--- src/hw/rtl/mrw_pkg.sv ---
// Shared Miller-Rabin types: sequencer and multiplier states, multiply codes.
`timescale 1ns / 1ps

package mrw_pkg;

	// top-level sequencer states
	typedef enum logic [2:0] {
		ST_IDLE,
		ST_SCAN,
		ST_AFTER,
		ST_WAIT,
		ST_FINISH
	} seq_state_t;

	// purpose of the modular multiply in flight
	typedef enum logic [1:0] {
		OP_REDUCE,
		OP_POW_SQ,
		OP_POW_MUL,
		OP_TAIL_SQ
	} mul_op_t;

	// shift-add multiplier states
	typedef enum logic [1:0] {
		MM_IDLE,
		MM_DBL,
		MM_ADD
	} mm_state_t;

endpackage

--- src/hw/rtl/mrw_mulmod.sv ---
// Shift-add modular multiplier built around one shared modular adder.
`timescale 1ns / 1ps

module mrw_mulmod #(
	parameter int W = 64
) (
	input  logic         clk,
	input  logic         arst_n,
	input  logic         start,
	input  logic [W-1:0] a,
	input  logic [W-1:0] b,
	input  logic [W-1:0] m,
	output logic         done,
	output logic [W-1:0] product
);
	import mrw_pkg::*;

	localparam int CW = $clog2(W);

	mm_state_t      state_q, state_d;
	logic [W-1:0]   a_q, b_q, m_q, acc_q;
	logic [CW-1:0]  cnt_q;
	logic           done_q;
	logic           fin, shift;
	logic [W-1:0]   y, room, sum;
	logic           ge;

	// shared modular adder: acc + y mod m, both operands below m
	assign y    = (state_q == MM_ADD) ? a_q : acc_q;
	assign room = m_q - y;
	assign ge   = (acc_q >= room);
	assign sum  = ge ? (acc_q - room) : (acc_q + y);

	// walk multiplier bits MSB first: double, then add when the bit is set
	always_comb begin
		state_d = state_q;
		fin     = 1'b0;
		shift   = 1'b0;
		case (state_q)
			MM_IDLE: begin
				if (start) state_d = MM_DBL;
			end
			MM_DBL: begin
				if (b_q[W-1]) begin
					state_d = MM_ADD;
				end else begin
					shift = 1'b1;
					if (cnt_q == '0) begin
						fin     = 1'b1;
						state_d = MM_IDLE;
					end
				end
			end
			MM_ADD: begin
				shift = 1'b1;
				if (cnt_q == '0) begin
					fin     = 1'b1;
					state_d = MM_IDLE;
				end else begin
					state_d = MM_DBL;
				end
			end
			default: state_d = MM_IDLE;
		endcase
	end

	always_ff @(posedge clk or negedge arst_n) begin
		if (!arst_n) begin
			state_q <= MM_IDLE;
			done_q  <= 1'b0;
		end else begin
			state_q <= state_d;
			done_q  <= fin;
		end
	end

	// capture operands, then accumulate and shift
	always_ff @(posedge clk) begin
		if (state_q == MM_IDLE) begin
			if (start) begin
				a_q   <= a;
				b_q   <= b;
				m_q   <= m;
				acc_q <= '0;
				cnt_q <= CW'(W - 1);
			end
		end else begin
			acc_q <= sum;
			if (shift) begin
				b_q   <= {b_q[W-2:0], 1'b0};
				cnt_q <= cnt_q - CW'(1);
			end
		end
	end

	assign done    = done_q;
	assign product = acc_q;

endmodule

--- config.mk ---
export PLATFORM = sky130hd
export DESIGN_NAME = mrw_mulmod
export DESIGN_NICKNAME = d
export VERILOG_FILES = /design/src/hw/rtl/mrw_pkg.sv /design/src/hw/rtl/mrw_mulmod.sv
export SDC_FILE = /design/constraint.sdc
export NUM_CORES = 1
export LEC_CHECK = 0
export ABC_AREA = 1
export BUFFER_PORTS_ARGS = -buffer_cell sky130_fd_sc_hd__buf_4
export CAP_MARGIN = 15
export CORE_MARGIN = 1
export CORE_UTILIZATION = 40
export CTS_CLUSTER_DIAMETER = 150
export DETAILED_ROUTE_END_ITERATION = 10
export SLEW_MARGIN = 10
export SYNTH_ARGS = -nofsm -noshare
export SYNTH_HDL_FRONTEND = slang
export SYNTH_SLANG_ARGS = --single-unit
--- constraint.sdc ---
create_clock -name clk -period 15.7 [get_ports clk]
set_clock_uncertainty 0.2 [all_clocks]
set_input_delay 3.14 -clock clk [delete_from_list [all_inputs] [get_ports clk]]
set_output_delay 3.14 -clock clk [all_outputs]
set_load 0.005 [all_outputs]
After elaboration in Yosys (flattened, before gate mapping)
Cells that the tools add are included.
{"block": "word_totals", "mem_bits_rw": 0, "in_bits": 195, "reg_bits": 265, "mem_bits_ro": 0, "latch_bits": 0, "word_cells": 42, "memories": 0}
{"block": "classes", "muxes": 20, "addsub": 4, "n_reduce_logical": 6, "magnitude_cmp": 1, "div": 0, "shift": 0, "n_mul": 0, "bitwise_logic": 0, "eq_ne": 4}
{"operator": "2-to-1 mux 64 bit", "count": 7}
{"operator": "subtractor 64 bit", "count": 2}
{"operator": "adder 64 bit", "count": 1}
{"operator": ">= comparator 64 bit", "count": 1}
{"operator": "2-to-1 mux 6 bit", "count": 3}
{"operator": "zero test 6 bit", "count": 1}
{"operator": "2-to-1 mux 2 bit", "count": 3}
{"operator": "one-hot mux 2 bit (3 select lines)", "count": 1}
{"operator": "AND reduction 2 bit", "count": 3}
{"operator": "subtractor 6 x 1 -> 6 bit, second input constant", "count": 1}
{"operator": "2-to-1 mux 1 bit", "count": 4}
{"operator": "one-hot mux 1 bit (2 select lines)", "count": 2}
{"operator": "!= test 3 bit, second input constant", "count": 1}
{"operator": "== test 2 x 1 -> 1 bit, second input constant", "count": 1}
{"operator": "== test 2 bit, second input constant", "count": 1}
{"operator": "zero test 2 bit", "count": 1}
{"operator": "!= test 2 bit, second input constant", "count": 1}
{"operator": "nonzero test 2 bit", "count": 1}

Longest topological paths before layout
{"block": "logic_depth", "ltp_word": 6, "mapped_depth": 37}

Worst setup path after synthesis
OpenSTA, ideal clock, no wires.
{"block": "synth_timing", "path_kind": "flip-flop to flip-flop", "startpoint": "register state_q[0]", "endpoint": "register b_q[0] (enable)", "path_slack_ps": 8675, "t_arrival_ps": 6231, "path_stages_with_launch": 7, "cell_sequence": "dfrtp_1 inv_1 ha_1 clkbuf_1 clkbuf_1 o21ai_0 o21ai_0"}
{"block": "synth_between", "elab_chain_len": 4, "elab_cells_between_ends": 7}
{"element": "start, declared", "line_no": "mrw_mulmod.sv:20", "rtl": "mm_state_t state_q, state_d;"}
{"element": "start signal, assigned", "line_no": "mrw_mulmod.sv:72", "rtl": "state_q <= state_d;"}
{"element": "== test 2 bit / == test 2 x 1 -> 1 bit (equally long branches)", "line_no": "mrw_mulmod.sv:39", "rtl": "case (state_q)"}
{"element": "one-hot mux 1 bit (2 select lines)", "line_no": "mrw_mulmod.sv:39"}
{"element": "nonzero test 2 bit (no source line)"}
{"element": "AND reduction 2 bit (no source line) (*)"}
{"element": "end signal, assigned", "line_no": "mrw_mulmod.sv:90", "rtl": "b_q <= {b_q[W-2:0], 1'b0};"}
{"element": "end, declared", "line_no": "mrw_mulmod.sv:21", "rtl": "logic [W-1:0] a_q, b_q, m_q, acc_q;"}
Every way passes the cells marked *; elsewhere a longest branch is shown, timed or not.
A chain may end at the register's enable or synchronous reset.

Worst setup path in the final report
{"block": "layout_timing", "startpoint": "register state_q[0]", "endpoint": "register acc_q[60], in the netlist product[60], data pin"}
{"block": "layout_between", "elab_chain_len": 6, "elab_cells_between_ends": 9}
{"element": "== test 2 bit", "line_no": "mrw_mulmod.sv:29", "rtl": "assign y = (state_q == MM_ADD) ? a_q : acc_q;"}
{"element": "2-to-1 mux 64 bit", "line_no": "mrw_mulmod.sv:29"}
{"element": "subtractor 64 bit", "line_no": "mrw_mulmod.sv:30", "rtl": "assign room = m_q - y;"}
{"element": "subtractor 64 bit / >= comparator 64 bit (equally long branches)", "line_no": "mrw_mulmod.sv:32, mrw_mulmod.sv:31"}
{"element": "2-to-1 mux 64 bit", "line_no": "mrw_mulmod.sv:32", "rtl": "assign sum = ge ? (acc_q - room) : (acc_q + y);"}
{"element": "2-to-1 mux 64 bit (*)", "line_no": "mrw_mulmod.sv:79", "rtl": "if (state_q == MM_IDLE) begin"}
{"element": "end signal, assigned", "line_no": "mrw_mulmod.sv:88", "rtl": "acc_q <= sum;"}
{"element": "end, declared", "line_no": "mrw_mulmod.sv:21"}
Marked as above.

==> flow_metrics.env <==
export IMPL_required_ns=15.80
export IMPL_yosysWarnings=0
export IMPL_avgSynthCellArea_sq_um=6.16
export IMPL_r2r_slack_ns=8.37
export IMPL_place_inst=5504
export IMPL_slowest_stage="o21ai_0"
export IMPL_r2r_end="product[60]"
export IMPL_cts_root_buf="clkbuf_16"
export IMPL_areaGrowthSynthToFinish_pct=14.6
export IMPL_grt_use_total=0.328
export IMPL_hold_start="b_q[46]"
export IMPL_fin_ws_ns=8.37
export IMPL_hold_slack_ns=0.308
export IMPL_synth_top_area_cell="edfxtp_1"
export IMPL_synth_seq_cells=265
export IMPL_worstPathArrival_ns=7.44
export IMPL_pre_cts_slack_ns=8.70
export IMPL_async_flop_share=0.0113
export IMPL_via_per_inst=5.11
export IMPL_clock_latency_ns=0.59
export IMPL_grt_pass1_vias=27077
export IMPL_final_cells=5563
export IMPL_gp_congestion=1.05
export IMPL_postRouteAntennaNets=0
export IMPL_fin_crit_sh=0.467
export IMPL_clk_pin_slew_ns=0.06
export IMPL_drc=0
export IMPL_synthTopCellsByCount="1,651 x nand2_1, 877 x inv_1, 503 x nor2_1"
export IMPL_min_path_cells=2
export IMPL_post_cts_setup_buffers=0
export IMPL_max_slew_margin=0.140
export IMPL_rsz0062_at_grt="no"
export IMPL_synth_most_common_cell="nand2_1"
export IMPL_antenna_found_initial=2
export IMPL_ys_flop_type="edfxtp_1"
export IMPL_grt_pass1_wl_mm=167
export IMPL_vias=28416
export IMPL_synth_seq_area_share=0.293
export IMPL_status="finished clean"
export IMPL_floorplan_initialDensity=0.404
export IMPL_setup_viol=0
export IMPL_finalCriticalPeriod_ns=7.33
export IMPL_io_pins=260
export IMPL_first_pass_iters=6
export IMPL_synth_top_cells_by_area="edfxtp_1 29%, nand2_1 23%, inv_1 12%"
export IMPL_dieArea_sq_um=68900
export IMPL_first_iter_violations=2769
export IMPL_start_kind="register"
export IMPL_cap_violations=0
export IMPL_core_area_sq_um=67200
export IMPL_synth_top_area_share=0.290
export IMPL_drt_total_wl_mm=115
export IMPL_row_count=95
export IMPL_cts_hold_buf=0
export IMPL_holdPathEnd="b_q[47]"
export IMPL_crit_path_end_kind="register"
export IMPL_tightest_slew_ns=1.28
export IMPL_detail_route_wl_per_cell_um=20.7
export IMPL_hpwl_mm=97.0
export IMPL_grt_max_degree=88
export IMPL_drv_slew=0
export IMPL_cts_resized=0
export IMPL_grt_overflow=0
export IMPL_clock_sinks=265
export IMPL_numCtsBuffers=34
export IMPL_synth_cells=4408
export IMPL_h_tree_depth=2
export IMPL_syn_area_sq_um=27100
export IMPL_io_buffers=259
export IMPL_hold_viol=0
export IMPL_synth_edf_count=262
export IMPL_clockBufferDepth=3
export IMPL_crit_fanout=87
export IMPL_drive_above_1_share=0.0744
export IMPL_setup_tns_final_ns=0
export IMPL_diodes=0
export IMPL_reg2reg_depth=26
export IMPL_fin_nets=5060
export IMPL_die_w_um=263
export IMPL_hp_class="register to register"
export IMPL_synth_cell_types=48
export IMPL_die_h_um=263
export IMPL_tritoncts="built"
export IMPL_syn_num_nets=4801
export IMPL_max_stage_delay_ns=1.11
export IMPL_crit_type="register to register"
export IMPL_path_delay_family="compound AO/OA/AOI/OAI gates"
export IMPL_fmax_mhz=136
export IMPL_path_buf_inv=6
export IMPL_r2r_start="state_q[0]"
==> worst reg2reg max path, delay by kind of cell, from the launching register on <==
| family | cells | cell delay (ns) |
|---|---|---|
| AOI/OAI and AO/OA | 10 | 3.15 |
| buffers and inverters | 6 | 1.36 |
| adders and majority gates | 3 | 1.17 |
| and+or+nand+nor | 7 | 0.81 |
| DFF | 1 | 0.37 |
==> registers in the layout, summed over array words and instances (netlist names) <==
signal / count
product: 64
b_q: 64
done: 1
state_q: 2
m_q: 64
a_q: 64
cnt_q: 6
==> worst max path at each step <==
| stage | start | end | slack, ns | cells after the start |
|---|---|---|---|---|
| after floorplan | state_q[0] | b_q[0] | 8.67 | 6 |
| after global placement | state_q[0] | product[54] | 8.70 | 28 |
| after detailed placement | state_q[0] | product[60] | 8.70 | 28 |
| after CTS | state_q[0] | product[60] | 8.62 | 27 |
| after global routing | state_q[0] | product[60] | 7.94 | 28 |
| final | state_q[0] | product[60] | 8.37 | 26 |
==> through the flow <==
stage	util	cell area, sq um
CTS	0.463	31100
finish	0.463	31100
detailed placement	0.447	30000
global route	0.463	31100
global placement	0.447	30000
floorplan	-	27100
==> per-layer routing <==
metal	GRT usage	up-vias	share of wire
li1	-	14211	-
met5	0	-	0.00011
met3	0.0575	198	0.081
met1	0.451	12901	0.45
met4	0.130	2	0.042
met2	0.507	1104	0.43
==> layout make-up <==
cell class | instances | area (sq um)
fillers | 7358 | 36000
inverters | 881 | 3310
multi-input cells | 3214 | 15700
repair buffers | 271 | 2030
well taps | 873 | 1090
clock buffers | 39 | 870
flip-flops and latches | 265 | 7940
clock inverters | 20 | 196
==> cells by family (layout without fill, tap and decap cells) <==
kind of cell,Yosys count,count (layout),synth area share
mux,1,1,0.000415
xor+xnor,113,113,0.0365
flops,265,265,0.293
fa+ha+maj,198,198,0.0921
simple gates,2426,2426,0.355
buf+inv,929,1211,0.131
compound gates,476,476,0.0925
==> cells in the final DEF (no fill, tap or decap), types with 10 or more instances in the layout <==
master / instances
a21oi_1: 222
buf_4: 270
clkbuf_16: 34
edfxtp_1: 262
ha_1: 193
inv_1: 874
nand2_1: 1651
nand3_1: 159
nand3b_1: 18
nand4_1: 33
nor2_1: 503
nor3_1: 29
o21a_1: 11
o21ai_0: 191
o21ai_1: 10
o21bai_1: 17
xnor2_1: 31
xor2_1: 82
Power is left out: the tool's default activity adds up to more than one toggle a clock period on the data nets, which glitch-free logic cannot reach.
